[config.mk]
export PLATFORM = sky130hd
export DESIGN_NAME = ipr_front
export DESIGN_NICKNAME = d
export VERILOG_FILES = /design/src/ipr_pkg.sv /design/src/ipr_front.sv
export SDC_FILE = /design/constraint.sdc
export NUM_CORES = 1
export LEC_CHECK = 0
export BUFFER_PORTS_ARGS = -buffer_cell sky130_fd_sc_hd__buf_2
export CAP_MARGIN = 20
export CORE_AREA = 2 2 167 169
export CTS_CLUSTER_SIZE = 14
export DETAILED_ROUTE_END_ITERATION = 16
export DIE_AREA = 0 0 169 171
export PLACE_DENSITY = 0.76
export SETUP_SLACK_MARGIN = 0.02
export SLEW_MARGIN = 0
export SYNTH_ARGS = -nofsm -noshare
export SYNTH_HDL_FRONTEND = slang
export SYNTH_SLANG_ARGS = --single-unit
[constraint.sdc]
create_clock -name clk_i -period 5.3 [get_ports clk_i]
set_input_delay 0.795 -clock clk_i [delete_from_list [all_inputs] [get_ports clk_i]]
set_output_delay 0.795 -clock clk_i [all_outputs]
set_load 0.02 [all_outputs]
[src/ipr_pkg.sv]
// ----------------------------------------------------------------------------
// ipr_pkg
// shared types and constants of the instruction relocation patcher
// ----------------------------------------------------------------------------
package ipr_pkg;

  // patch kinds
  typedef enum logic [2:0] {
    CMD_MASKED      = 3'd0,
    CMD_MASKED_DIST = 3'd1,
    CMD_PAGE        = 3'd2,
    CMD_IMM16       = 3'd3,
    CMD_POINTER     = 3'd4
  } cmd_e;

  // configuration register indexes
  localparam logic REG_DIST = 1'b0;
  localparam logic REG_BASE = 1'b1;

  // one quotient bit per divider step
  localparam int unsigned DIV_STEPS = 32;

  // adrp and movw/movt field layout
  localparam logic [31:0] PAGE_HI_MASK  = 32'h0007_FFFF;
  localparam logic [31:0] PAGE_LO_MASK  = 32'h0000_0003;
  localparam int unsigned PAGE_HI_SHIFT = 5;
  localparam int unsigned PAGE_LO_SHIFT = 29;
  localparam logic [31:0] IMM_LO_MASK   = 32'h0000_0FFF;
  localparam logic [31:0] IMM_HI_MASK   = 32'h0000_000F;
  localparam int unsigned IMM_HI_SHIFT  = 16;

  // classified request handed from front to back
  typedef struct packed {
    cmd_e        cmd;
    logic [31:0] word;
    logic [31:0] mask;
    logic [31:0] a;        // first dividend magnitude, becomes quotient
    logic [31:0] b;        // second dividend magnitude, becomes quotient
    logic [31:0] d;        // divisor magnitude
    logic        a_neg;
    logic        a_floor;
    logic        b_neg;
    logic        err;
  } op_t;

  // divider stage contents
  typedef struct packed {
    op_t         op;
    logic [31:0] rem_a;
    logic [31:0] rem_b;
  } stage_t;

  // combined quotient before field insertion
  typedef struct packed {
    cmd_e        cmd;
    logic [31:0] word;
    logic [31:0] mask;
    logic [31:0] q;
    logic        err;
  } fix_t;

  // one restoring division step: returns {remainder, shifted dividend/quotient}
  function automatic logic [63:0] div_step(input logic [31:0] rem,
                                           input logic [31:0] dvd,
                                           input logic [31:0] d);
    logic [32:0] t;
    logic [32:0] s;
    t = {rem, dvd[31]};
    s = t - {1'b0, d};
    if (t >= {1'b0, d}) begin
      div_step = {s[31:0], dvd[30:0], 1'b1};
    end else begin
      div_step = {t[31:0], dvd[30:0], 1'b0};
    end
  endfunction

endpackage

[src/ipr_front.sv]
// ----------------------------------------------------------------------------
// ipr_front
// configuration registers and request classification into divider operands
// ----------------------------------------------------------------------------
module ipr_front #(
  parameter int unsigned ADDRESS_BITS = 48
) (
  input  logic                    clk_i,
  input  logic                    rst_ni,
  input  logic                    cfg_we_i,
  input  logic                    cfg_idx_i,
  input  logic [ADDRESS_BITS-1:0] cfg_data_i,
  input  logic [2:0]              cmd_i,
  input  logic [31:0]             original_word_i,
  input  logic [30:0]             code_offset_i,
  input  logic [31:0]             field_mask_i,
  input  logic signed [31:0]      scale_i,
  input  logic signed [31:0]      value_i,
  output ipr_pkg::op_t            op_o,
  output logic [ADDRESS_BITS-1:0] ptr_o
);

  logic [31:0]             dist_q;
  logic [ADDRESS_BITS-1:0] base_q;
  logic [31:0]             sum;
  logic [31:0]             addr_lo;
  logic                    s_neg;
  logic [31:0]             s_mag;

  // configuration writes
  always_ff @(posedge clk_i or negedge rst_ni) begin
    if (!rst_ni) begin
      dist_q <= '0;
      base_q <= '0;
    end else if (cfg_we_i) begin
      case (cfg_idx_i)
        ipr_pkg::REG_DIST: dist_q <= cfg_data_i[31:0];
        ipr_pkg::REG_BASE: base_q <= cfg_data_i;
        default:           base_q <= base_q;
      endcase
    end
  end

  // data pointer and sums
  assign ptr_o   = base_q + ADDRESS_BITS'(value_i);
  assign addr_lo = ptr_o[31:0] & field_mask_i;
  assign sum     = dist_q + value_i;
  assign s_neg   = scale_i[31];
  assign s_mag   = s_neg ? (32'd0 - scale_i) : scale_i;

  // classify and set up dividends
  always_comb begin
    op_o         = '0;
    op_o.cmd     = ipr_pkg::cmd_e'(cmd_i);
    op_o.word    = original_word_i;
    op_o.mask    = field_mask_i;
    op_o.d       = s_mag;
    op_o.err     = (cmd_i > 3'd4) || ((cmd_i < 3'd4) && (scale_i == 32'sd0));
    case (ipr_pkg::cmd_e'(cmd_i))
      ipr_pkg::CMD_MASKED, ipr_pkg::CMD_MASKED_DIST: begin
        op_o.a     = value_i[31] ? (32'd0 - value_i) : value_i;
        op_o.a_neg = value_i[31] ^ s_neg;
        if (cmd_i == 3'(ipr_pkg::CMD_MASKED_DIST)) begin
          op_o.b     = dist_q[31] ? (32'd0 - dist_q) : dist_q;
          op_o.b_neg = dist_q[31] ^ s_neg;
        end
      end
      ipr_pkg::CMD_PAGE: begin
        op_o.a       = sum[31] ? (32'd0 - sum) : sum;
        op_o.a_neg   = sum[31] ^ s_neg;
        op_o.a_floor = 1'b1;
        op_o.b       = {1'b0, code_offset_i};
        op_o.b_neg   = s_neg;
      end
      ipr_pkg::CMD_IMM16: begin
        op_o.a = addr_lo;
        op_o.d = scale_i;
      end
      default: begin
        op_o.a = '0;
      end
    endcase
  end

endmodule

==> reports/results.txt <==
adder-cell share of the synthesized area: 9.38%
ys async rst share: 100%
Logic pwr share: 67.5%
clock power share: 13.9%
CTS tree: built
r2r startpoint: dist_q[31]$_DFFE_PN0P_
Synth Area in XOR/XNOR: 13.8%
endpoints failing setup: 0
Starting DRT DRC Count: 1193
RSZ-0062 raised after global routing: no
total grt overflow: 0
initial antenna violation count: 4
clock buffer count from CTS: 9
fin cells: 2097
CTS Sinks: 80
status: finished clean
Die Footprint: 28900 µm²
Slew Limit Fails: 0
Crit path arrival time: 4.34 ns
Placer Congestion: 1.05
reg2reg setup slack: 4.20 ns
PwrDens: 320 nW/µm²
Worst slew margin: 33.8%
Req. time, crit path: 4.51 ns
DRT Pass-1 Iters: 5
hpwl dp: 37.4 mm
Syn Std Cell Area: 11400 µm²
CTS H-Tree Depth: 3
number of global-route vias before repair: 11.7k
worst vdd ir: 0.000193 V
sequential element share of the synthesized area: 17.6%
Synthesized Nets: 1732
Total Neg Setup Slack: 0 ns
crit-path max FO: 7
largest net degree at the start of global routing: 81
Post-Syn Instances: 1434
Synth top area share: 17.6%
I/O Pins: 429
Place WS: -0.0814 ns
synth unique cells: 80
main combinational cell family by area after synthesis: compound AO/OA/AOI/OAI gates
vias per cell: 5.93
die width: 169 µm
Clock Latency Late Sink: 0.33 ns
Initial Util: 41.6%
wire per inst: 21.4 µm
Placed Instances: 2075
Vias: 12.4k
first-pass GRT wire length: 65.9 mm
final WL: 44.8 mm
Net Sw Power: 2.22 mW
share of layout cells above drive strength 1: 32.1%
post-synthesis simple-gate area fraction: 18.1%
Clock transition at path regs: 0.06 ns
Worst R2R Path Depth: 2
Tot Pwr: 4.43 mW
total track usage: 29.5%
Critical Path Start Type: input port
antenna-violating nets left: 0
final hold vios: 0
Die Span Y: 171 µm
Post-synth EDFFs: 0
Layout fillers: 2701
dominant cells by area after synthesis: dfrtp_1, ha_1, xnor2_1, mux2_2, xor2_1
LEAKAGE: 6.30 nW
CP endpoint kind: output port
CTS max path bufs: 2
Final #Nets: 2042
Seq cells post-synth: 80
skew final: 0 ns
Yosys warnings: 0
Synth area leader: dfrtp_1
RR Endpoint: dist_q[31]$_DFFE_PN0P_
period utilization: 96.9%
root buffer cell: clkbuf_16
post-route setup slack: 0.163 ns
Slew @ Worst Pin: 0.987 ns
DRC errors left: 0
multiplexer share of the synthesized area: 8.43%
WS Path Type: input port to output port
IO buf count: 364
max-cap violations: 0
Mean Syn Cell Area: 7.93 µm²
core area: 27300 µm²
post-synthesis compound-gate area fraction: 25.2%
Sequential Power Share: 18.6%
crit path time final: 5.14 ns
P_int: 2.21 mW
HP Class: input port to async pin
Placement Rows: 61
sw frac: 50.1%
dominant synthesized flop cell: dfrtp_1
final hold slack: 0.287 ns
fmax: 195 MHz
synthesis-to-layout area growth: 21.6%
==> synth_stat cells (30+ instances only) <==
cell type and number:
nand3_1 30, xnor2_1 103, buf_4 68, clkbuf_1 51
mux2_2 78, nand2_1 123, a21oi_1 98, o21ai_0 76
nor2_1 78, xor2_1 76, inv_1 31, o21ai_1 54
ha_1 82, dfrtp_1 80
==> cells by family after synthesis <==
| kind of cell | Yosys count |
|---|---|
| compound gates | 440 |
| flops | 80 |
| fa+ha+maj | 84 |
| simple gates | 406 |
| mux | 86 |
| buf+inv | 159 |
| xor+xnor | 179 |
==> flip-flops by register name (all words and copies together) (netlist names) <==
signal	flops
base_q	48
dist_q	32
==> placed cells by master, fill, tap and decap left out, types with 18 or more instances in the layout <==
master	synthesis	layout
a32oi_1	24	24
and3_1	18	18
inv_1	31	31
o31ai_1	26	26
xnor2_1	103	103
dfrtp_1	80	80
nor2_1	78	76
mux2_2	78	78
nand2_1	123	122
o21ai_1	54	54
o21ai_0	76	74
ha_1	82	82
nor3_1	22	22
a21o_1	28	28
buf_2	1	363
a21oi_1	98	94
buf_4	68	60
xor2_1	76	76
nand3_1	30	30
nand2b_1	18	18
==> power groups by stage <==
stage	Sequential [mW]	Clock, mW	Combinational, mW
floorplan	0.770	0	1.95
global placement	0.827	0	2.88
detailed placement	0.832	0	2.90
CTS	0.820	0.626	2.92
global route	0.833	0.649	3.21
finish	0.825	0.614	2.99
==> per-layer routing <==
| metal | vias up | GRT usage [%] | wire length (µm) |
|---|---|---|---|
| li1 | 5890 | - | - |
| met5 | - | 0 | 27 |
| met4 | 4 | 10.2 | 1540 |
| met1 | 5904 | 37.2 | 18700 |
| met3 | 97 | 4.49 | 3240 |
| met2 | 535 | 51.3 | 21300 |
==> cell type report <==
class / instances / area [µm²] / area share [%]
diodes: 2 / 5.00 / 0.0362
clock buffers: 10 / 229 / 1.66
clock inverters: 6 / 68.8 / 0.498
inverters: 32 / 120 / 0.869
multi-input cells: 1195 / 8620 / 62.4
flip-flops and latches: 80 / 2000 / 14.5
well taps: 346 / 433 / 3.13
repair buffers: 426 / 2340 / 16.9
==> how the worst max path moves through the flow <==
stage	startpoint	endpoint	slack (ns)	depth (start not counted)
after floorplan	value_i[5]	op_o[95]	0.65	12
after global placement	value_i[1]	op_o[91]	0.009	14
after detailed placement	value_i[1]	op_o[91]	-0.08	14
after CTS	value_i[1]	op_o[97]	0.04	15
after global routing	value_i[8]	op_o[97]	0.02	14
final	value_i[10]	op_o[89]	0.16	14
==> metrics by stage <==
| step | utilization [%] | cell area (µm²) |
|---|---|---|
| final | 50.6 | 13800 |
| after global routing | 50.6 | 13800 |
| after global placement | 48.8 | 13300 |
| after CTS | 50.0 | 13700 |
| after detailed placement | 48.9 | 13400 |
| after floorplan | - | 11400 |
==> worst max-delay path, stage by stage <==
cell and delay, ns:
buf_2 0.12, buf_4 0.15, ha_1 0.38, and3_1 0.25, nand3_1 0.10, nand3_1 0.20, or4_1 0.51, and4_1 0.26
nor4_4 0.39, buf_4 0.20, nand3_1 0.08, and3_1 0.19, o31ai_1 0.45, buf_2 0.28
==> repair_timing <==
action / CTS / global route
hold endpoints to repair: 0 / 0
pin swaps: 0 / 4
resized for setup: 2 / 22
buffers inserted: 0 / 2
hold buffers: 0 / 0
endpoints found under the setup margin: 5 / 33
(Power assumes the default switching activity.)
