<file path="src/ipr_queue.sv">
// ----------------------------------------------------------------------------
// ipr_queue
// two-entry request queue between front and back
// ----------------------------------------------------------------------------
module ipr_queue #(
  parameter int unsigned WIDTH = 8
) (
  input  logic             clk_i,
  input  logic             rst_ni,
  input  logic             push_i,
  input  logic [WIDTH-1:0] data_i,
  output logic             full_o,
  input  logic             pop_i,
  output logic             valid_o,
  output logic [WIDTH-1:0] data_o
);

  logic [WIDTH-1:0] mem_q [2];
  logic             wr_q;
  logic             rd_q;
  logic [1:0]       cnt_q;

  assign full_o  = (cnt_q == 2'd2);
  assign valid_o = (cnt_q != 2'd0);
  assign data_o  = mem_q[rd_q];

  // storage
  always_ff @(posedge clk_i) begin
    if (push_i) begin
      mem_q[wr_q] <= data_i;
    end
  end

  // pointers and fill count
  always_ff @(posedge clk_i or negedge rst_ni) begin
    if (!rst_ni) begin
      wr_q  <= 1'b0;
      rd_q  <= 1'b0;
      cnt_q <= 2'd0;
    end else begin
      if (push_i) begin
        wr_q <= ~wr_q;
      end
      if (pop_i) begin
        rd_q <= ~rd_q;
      end
      cnt_q <= cnt_q + 2'(push_i) - 2'(pop_i);
    end
  end

endmodule

</file>
<file path="config.mk">
export PLATFORM = sky130hd
export DESIGN_NAME = ipr_queue
export DESIGN_NICKNAME = d
export VERILOG_FILES = /design/src/ipr_queue.sv
export SDC_FILE = /design/constraint.sdc
export NUM_CORES = 1
export LEC_CHECK = 0
export BUFFER_PORTS_ARGS = -buffer_cell sky130_fd_sc_hd__buf_4
export CORE_MARGIN = 10
export CORE_UTILIZATION = 49
export DETAILED_ROUTE_END_ITERATION = 7
export GPL_TIMING_DRIVEN = 0
export PLACE_DENSITY_LB_ADDON = 0.2
export SLEW_MARGIN = 20
export SYNTH_ARGS = -nofsm -noshare
export SYNTH_HDL_FRONTEND = slang
export SYNTH_SLANG_ARGS = --single-unit
</file>
<file path="constraint.sdc">
create_clock -name clk_i -period 1.6 [get_ports clk_i]
set_input_delay 0.08 -clock clk_i [delete_from_list [all_inputs] [get_ports clk_i]]
set_output_delay 0.08 -clock clk_i [all_outputs]
set_load 0.01 [all_outputs]
</file>
==> results of run 1 <==
[worst max-delay path, stage by stage]
cell	delay [ns]
sky130_fd_sc_hd__dlygate4sd3_1	0.52
sky130_fd_sc_hd__buf_4	0.12
sky130_fd_sc_hd__nor2b_1	0.57
[through the flow]
step / setup slack (ns) / power (W)
after floorplan: 0.438 / 0.00121
after global placement: 0.262 / 0.00145
after detailed placement: 0.220 / 0.00147
after CTS: 0.196 / 0.00171
after global routing: 0.179 / 0.00181
final: 0.235 / 0.00169
[state kept, by name (all words and copies together), names as in the netlist]
signal	cells
mem_q	16
cnt_q	2
wr_q	1
rd_q	1
[final cells by class]
type / count / share of cell area, %
buffer: 1 / 1.00
clock buffer: 3 / 2.00
clock inverter: 1 / 0.334
inverter: 2 / 0.667
multi-input combinational: 17 / 18.8
sequential: 20 / 51.6
tap: 16 / 1.78
timing repair buffer: 32 / 23.8
[cells in the mapped netlist (all sizes together)]
| cell | count |
|---|---|
| and2 | 1 |
| or2 | 1 |
| xor2 | 2 |
| mux2 | 8 |
| nor2b | 2 |
| buf | 1 |
| inv | 2 |
| edfxtp | 16 |
| ha | 2 |
| xor3 | 1 |
| dfrtp | 4 |
[power groups by stage]
stage	sequential, W	combinational [W]	clock, W
2_1_floorplan	0.000761	0.000445	0
3_3_place_gp	0.000767	0.000680	0
3_5_place_dp	0.000777	0.000691	0
4_1_cts	0.000764	0.000713	0.000236
5_1_grt	0.000781	0.000763	0.000268
6_report	0.000763	0.000699	0.000231
[routing by layer]
metal | share of wire [%] | track usage, % | wire [um]
met3 | 6.8 | 3.34 | 95
met2 | 60 | 15.6 | 838
met4 | 0.93 | 3.76 | 13
met5 | 0 | 0 | 0
met1 | 32 | 7.87 | 456
[cell families (layout without fill, tap and decap cells)]
logic type,after synthesis,after routing,share of synthesized area [%]
simple gates,4,4,3.09
buf+inv,3,39,2.32
fa+ha+maj,2,2,3.09
mux,8,8,14.8
xor+xnor,3,3,5.09
flops,20,20,71.6
[final timing paths]
kind / startpoint / to / slack (ns) / cells after the start
max: push_i / mem_q[0][7] / 0.24 / 3
min: rst_ni / rd_q / 0.11 / 2
max reg2reg: wr_q / mem_q[0][7] / 0.26 / 1
min reg2reg: wr_q / wr_q / 0.51 / 1
max in group asynchronous: rst_ni / cnt_q[1] / 1.39 / 2
min in group clk_i: data_i[7] / mem_q[1][7] / 0.51 / 2
==> metrics.txt, run 1 <==
portion of total power attributed to combinational logic=about 41%; number of resized instances in the post-cts repair step=0; Setup crit end kind=register; core region area=about 1500 sq um; Root Buffer=sky130_fd_sc_hd__clkbuf_4; DRT iter0 DRCs=6; count of distinct cell types in the synthesized netlist=11; post-route worst hold slack=0.113 ns; result of the run=complete, no violations; post-synthesis cell area=811 sq um; TritonCTS clock tree=done; IO Count=22; setup TNS after final layout=0 ns; net switching share of the total power=between 20% and 30%; floorplan die area=3680 sq um; diodes inserted=0; starting utilization of the core area=a little over half; top cell type's share of synthesized area=between 50% and 60%; All-Layer GR Usage=8.40%; global-route wire length before repair=about 2.3 mm; commonest cells after routing, fill and taps aside=21 x sky130_fd_sc_hd__buf_4, 16 x sky130_fd_sc_hd__edfxtp_1, 11 x sky130_fd_sc_hd__dlygate4sd3_1; worst endpoint required time=1.53 ns; clock slew at the register clock pins of the worst setup and hold paths=0.11 ns; number of hold buffers added after cts=11; worst setup path category=input pin to register; Post-route DRC=0; post-route fraction of the period consumed by the critical path=between 80% and 90%; Final min period=between 1 and 1.5 ns; total of fill cells in the finished design=between 100 and 150; number of synthesized register bits=20; max capacitance violation total=0; net load switching power=between 0.0004 and 0.0005 W; residual overflow from global routing=0; synth-to-layout area growth=38.7%; Vias=443; wire per inst=between 15 and 20 um; VDD IR max=~0.86 mV; power density over the cells=about 1500 nW/um^2; Sequential cell area=around 580 sq um; Worst-Skew Late Latency=about 0.29 ns; max-slew headroom at the worst pin=53.0%; WP data arrival=between 1 and 1.5 ns; type of origin of the critical path=input pin; biggest fanout along the worst timing path=8; final hold viol count=0; final cell count without fillers=92; leading cell type in the layout, fill and taps excluded=sky130_fd_sc_hd__buf_4; share of final-layout standard cells stronger than drive strength 1=between 40 and 50%; number of placed cells counting well taps=77; achievable frequency=733 MHz; fraction of the yosys area taken by sequential cells=a little under three quarters; Setup Fix Bufs, Post-CTS=0; Int Power=about 0.0012 W; sequential share of power=between 40% and 50%; largest net degree at the start of global routing=12; ratio of routed vias to standard cells=a little under 5; total number of yosys warnings=0; final non-filler cell area=1120 sq um; Inserted Clock Buffers=3; static leakage=between 0.4 and 0.5 nW; ANT nets after route=0; final cell utilization of the core=between 70 and 80%; GP Congestion=approximately 0.68; syn_nets=54; number of iterations in the first detailed-routing pass=4; number of antenna violations at the first check in global routing=0; Port Buf Inserts=21; Total Routed Length=about 1.4 mm; hold crit path type=input pin to asynchronous set/reset pin; die height=between 60 and 70 um; setup repair after global routing missed its margin=false; placement row count=14; Synth Instances=40; vias in the first global route=slightly above 500; fin. max-slew vios=0; worst-margin pin slew=0.703 ns; clock group share of total power=a little over an eighth; deepest clock path buffer count=2; level count of the clock H-tree=1; number of failing setup endpoints in the final timing report=0; Max Clock Skew=~0.0038 ns; post-place instance area=988 sq um; cell accounting for the most synthesized area=sky130_fd_sc_hd__edfxtp_1; top post-synthesis cells by area=sky130_fd_sc_hd__edfxtp_1 59%, sky130_fd_sc_hd__mux2_4 15%, sky130_fd_sc_hd__dfrtp_1 12%; clock sinks=20; Synth Area per Inst=approximately 20 sq um; die width=60.7 um; Nets=slightly above 90; area occupied by multi-input gates=211 sq um
(Power assumes the default switching activity.)
==> run 2, diff against run 1 <==
CELL_PAD_IN_SITES_DETAIL_PLACEMENT = 1   (was not set)
CELL_PAD_IN_SITES_GLOBAL_PLACEMENT = 1   (was not set)
CORE_UTILIZATION = 41   (was 49)
SKIP_CTS_REPAIR_TIMING = 1   (was not set)
==> run 2 against run 1 <==
Highest routed layer unchanged. Largest cell class unchanged. Largest power group unchanged. Sequential share of layout area is 0.62 points lower. Cell count grew 12%. Critical path type unchanged. Design area rose by 1.2%. Critical endpoint is now mem_q[0][4]. Clock power grew 4%. Sequential power hardly changed.
==> metrics.txt, run 2 (synthesis gave the netlist of run 1 again) <==
sequential share of power=between 40% and 50%; Nets=91; power density over the cells=around 1500 nW/um^2; net load switching power=0.000481 W; ratio of routed vias to standard cells=4.37; share of final-layout standard cells stronger than drive strength 1=between 40% and 50%; vias in the first global route=between 400 and 500; floorplan die area=between 4000 and 5000 sq um; setup repair after global routing missed its margin=false; Max Clock Skew=approximately 0.00064 ns; worst-margin pin slew=about 0.75 ns; Root Buffer=sky130_fd_sc_hd__clkbuf_4; post-route worst hold slack=between 0.1 and 0.15 ns; Port Buf Inserts=21; master of the slowest instance on the critical path=sky130_fd_sc_hd__nor2b_1; number of placed cells counting well taps=88; All-Layer GR Usage=under 10%; starting utilization of the core area=~42%; Sequential cell area=roughly 580 sq um; Post-route DRC=0; net switching share of the total power=between 20% and 30%; DRT iter0 DRCs=2; WP data arrival=around 1.3 ns; Int Power=between 0.001 and 0.0015 W; hold crit path type=input pin to asynchronous set/reset pin; clock group share of total power=between 10% and 20%; biggest fanout along the worst timing path=8; leading cell type in the layout, fill and taps excluded=sky130_fd_sc_hd__buf_4; Vias=450; number of failing setup endpoints in the final timing report=0; Worst-Skew Late Latency=slightly below 0.3 ns; static leakage=approximately 0.5 nW; portion of total power attributed to combinational logic=between 40% and 50%; Total Routed Length=~1.6 mm; largest net degree at the start of global routing=12; deepest clock path buffer count=2; max capacitance violation total=0; global-route wire length before repair=2.29 mm; clock slew at the register clock pins of the worst setup and hold paths=around 0.1 ns; VDD IR max=about 0.85 mV; number of antenna violations at the first check in global routing=0; die height=~64 um; Largest Register=mem_q; final hold viol count=0; core region area=approximately 1900 sq um; wire per inst=between 15 and 20 um; Top Registers=mem_q x16, cnt_q x2; die width=roughly 64 um; IO Count=22; total of fill cells in the finished design=roughly 200; worst setup path category=input pin to register; worst path setup slack after routing=between 0.15 and 0.2 ns; commonest cells after routing, fill and taps aside=21 x sky130_fd_sc_hd__buf_4, 16 x sky130_fd_sc_hd__edfxtp_1, 11 x sky130_fd_sc_hd__dlygate4sd3_1; TritonCTS clock tree=done; placement row count=16; level count of the clock H-tree=1; Worst Setup Slack post-DPL=approximately 0.20 ns; area occupied by multi-input gates=211 sq um; max-slew headroom at the worst pin=approximately 50%; Setup crit end kind=register; final non-filler cell area=~1100 sq um; final cell count without fillers=around 100; type of origin of the critical path=input pin; clock sinks=20; GP Congestion=approximately 0.66; crit-path max cell delay=a little over 0.6 ns; Inserted Clock Buffers=3; post-route fraction of the period consumed by the critical path=between 80% and 90%; fin. max-slew vios=0; setup TNS after final layout=0 ns; diodes inserted=0; Largest register FFs=16; post-place instance area=around 1000 sq um; synth-to-layout area growth=40.4%; achievable frequency=slightly above 700 MHz; worst endpoint required time=1.54 ns; result of the run=complete, no violations; number of iterations in the first detailed-routing pass=3; cells along the critical path=dlygate4sd3_1 -> buf_4 -> nor2b_1; ANT nets after route=0; residual overflow from global routing=0; Final min period=between 1 and 1.5 ns
[run 2: per-stage QoR]
step / utilization, % / total power (W)
after floorplan: - / 0.00121
after global placement: 52.1 / 0.00146
after detailed placement: 52.1 / 0.00148
after CTS: 53.5 / 0.00172
after global routing: 59.2 / 0.00182
final: 59.2 / 0.00171
[run 2: path summary, 6_finish.rpt]
path,from,endpoint,slack (ns),depth (start not counted)
max reg2reg,wr_q,mem_q[0][4],0.23,1
max,push_i,mem_q[0][4],0.20,3
min in group clk_i,wr_q,wr_q,0.49,1
min reg2reg,wr_q,wr_q,0.49,1
max in group asynchronous,rst_ni,cnt_q[0],1.37,2
min,rst_ni,rd_q,0.13,2
[run 2: metal layers]
layer | track usage [%] | routed length (um)
met4 | 3.21 | 9
met1 | 7.06 | 546
met5 | 0 | 0
met3 | 2.58 | 83
met2 | 12.9 | 914
[run 2: power groups by stage]
stage / clock (W) / combinational, W / sequential [W]
CTS: 0.000250 / 0.000706 / 0.000767
detailed placement: 0 / 0.000705 / 0.000780
floorplan: 0 / 0.000445 / 0.000761
global route: 0.000270 / 0.000770 / 0.000780
global placement: 0 / 0.000689 / 0.000767
finish: 0.000241 / 0.000703 / 0.000765
[run 2: layout make-up]
type                    instances  area share (%)
clock buffers                   4            2.31
flip-flops and latches         20            51.0
plain buffers                   1           0.989
inverters                       2           0.659
repair buffers                 32            23.5
multi-input cells              17            18.6
well taps                      27            2.97
[run 2: worst max-delay path, delay by kind of cell]
| kind | cells | cell delay, ns |
|---|---|---|
| buf+inv | 2 | 0.65 |
| simple gates | 1 | 0.61 |
==> run 3, diff against run 2 <==
CORE_ASPECT_RATIO = 1.1   (was not set)
==> run 3 against run 2 <==
Register-to-register slack about the same. Total power up 2.0%. Count of clock-buffer cells in the layout unchanged. Worst setup slack worse by 0.0025 ns. Hold slack worse by 0.022 ns. Clock skew rose by 0.0075 ns. Critical path type unchanged. Largest power group unchanged.
==> metrics.txt, run 3 (synthesis gave the netlist of run 1 again) <==
static leakage=about 0.50 nW; ANT nets after route=0; portion of total power attributed to combinational logic=~40%; final hold viol count=0; sequential share of power=a little over two fifths; Port Buf Inserts=21; WP data arrival=about 1.3 ns; crit-path max cell delay=about 0.6 ns; clock sinks=20; residual overflow from global routing=0; post-route fraction of the period consumed by the critical path=87.8%; VDD IR max=about 0.88 mV; Worst-Skew Late Latency=roughly 0.29 ns; core region area=between 1500 and 2000 sq um; net switching share of the total power=approximately 27%; post-place instance area=1000 sq um; Setup crit end kind=register; number of antenna violations at the first check in global routing=0; deepest clock path buffer count=2; share of final-layout standard cells stronger than drive strength 1=46.1%; commonest cells after routing, fill and taps aside=21 x sky130_fd_sc_hd__buf_4, 16 x sky130_fd_sc_hd__edfxtp_1, 11 x sky130_fd_sc_hd__dlygate4sd3_1; placement row count=16; vias in the first global route=between 400 and 500; achievable frequency=a little over 700 MHz; worst endpoint required time=1.53 ns; Max Clock Skew=0.00812 ns; global-route wire length before repair=about 2.2 mm; floorplan die area=slightly above 4000 sq um; leading cell type in the layout, fill and taps excluded=sky130_fd_sc_hd__buf_4; Total Routed Length=1.45 mm; power density over the cells=1520 nW/um^2; result of the run=complete, no violations; hold crit path type=input pin to asynchronous set/reset pin; Largest register FFs=16; fin. max-slew vios=0; Top Registers=mem_q x16, cnt_q x2; level count of the clock H-tree=1; final non-filler cell area=1150 sq um; diodes inserted=0; synth-to-layout area growth=41.7%; worst-margin pin slew=between 0.7 and 0.8 ns; Post-route DRC=0; Final min period=1.41 ns; clock group share of total power=16.0%; max capacitance violation total=0; Nets=about 90; setup repair after global routing missed its margin=false; Int Power=between 0.001 and 0.0015 W; Root Buffer=sky130_fd_sc_hd__clkbuf_4; final cell utilization of the core=a little over three fifths; number of iterations in the first detailed-routing pass=4; Largest Register=mem_q; Vias=between 400 and 500; ratio of routed vias to standard cells=~4.3; max-slew headroom at the worst pin=between 50% and 60%; biggest fanout along the worst timing path=8; worst setup path category=input pin to register; die width=approximately 62 um; master of the slowest instance on the critical path=sky130_fd_sc_hd__nor2b_1; die height=between 60 and 70 um; cells along the critical path=dlygate4sd3_1 -> buf_4 -> nor2b_1; All-Layer GR Usage=6.66%; Inserted Clock Buffers=3; GP Congestion=approximately 0.6; DRT iter0 DRCs=4; setup TNS after final layout=0 ns; type of origin of the critical path=input pin; TritonCTS clock tree=done; clock slew at the register clock pins of the worst setup and hold paths=0.11 ns; number of cells traversed by the worst register-to-register path=1; number of failing setup endpoints in the final timing report=0; IO Count=22; largest net degree at the start of global routing=12; starting utilization of the core area=44.5%; wire per inst=between 10 and 15 um; net load switching power=roughly 0.00047 W
==> run 3: changes by cell type in the layout (fill, tap and decap cells not counted) <==
cell	previous run	this run
sky130_fd_sc_hd__clkbuf_1	1	0
sky130_fd_sc_hd__clkbuf_8	0	1
==> run 3: cell type report <==
class | instances | area (sq um)
Tap cell | 27 | 33.8
Buffer | 1 | 11.3
Inverter | 2 | 7.51
Fill cell | 162 | 673
Timing Repair Buffer | 32 | 268
Multi-Input combinational cell | 17 | 211
Clock buffer | 4 | 36.3
Sequential cell | 20 | 581
==> run 3: worst max-delay path, delay by kind of cell <==
| family | cells | cell delay, ns |
|---|---|---|
| AND/OR/NAND/NOR | 1 | 0.60 |
| buffers and inverters | 2 | 0.65 |
==> run 3: final timing paths <==
path	start	endpoint	slack, ns
min in group clk_i	wr_q	wr_q	0.50
hold reg to reg	wr_q	wr_q	0.50
max in group asynchronous	rst_ni	rd_q	1.39
setup / recovery	push_i	mem_q[0][4]	0.19
setup reg to reg	wr_q	mem_q[0][4]	0.23
hold / removal	rst_ni	cnt_q[1]	0.11
==> run 3: layer usage <==
metal	up-vias	GRT usage, %	wire length (um)
met5	-	0	0
met1	211	6.75	575
met3	2	2.34	72
li1	217	-	-
met4	0	2.51	4
met2	12	12.4	801
==> run 3: per-stage QoR <==
| stage | worst slack, ns | cells | hold WS [ns] | total power (W) |
|---|---|---|---|---|
| after floorplan | 0.438 | 40 | -0.216 | 0.00121 |
| after global placement | 0.269 | 88 | -0.121 | 0.00145 |
| after detailed placement | 0.232 | 88 | -0.121 | 0.00148 |
| after CTS | 0.216 | 92 | -0.444 | 0.00175 |
| after global routing | 0.151 | 103 | 0.0955 | 0.00186 |
| final | 0.195 | 103 | 0.109 | 0.00174 |
==> run 3: power groups by stage <==
stage          Combinational [W]  Sequential [W]  Clock [W]
5_1_grt                 0.000771        0.000776   0.000310
6_report                0.000703        0.000762   0.000278
4_1_cts                 0.000702        0.000764   0.000287
2_1_floorplan           0.000445        0.000761          0
3_5_place_dp            0.000700        0.000777          0
3_3_place_gp            0.000682        0.000765          0
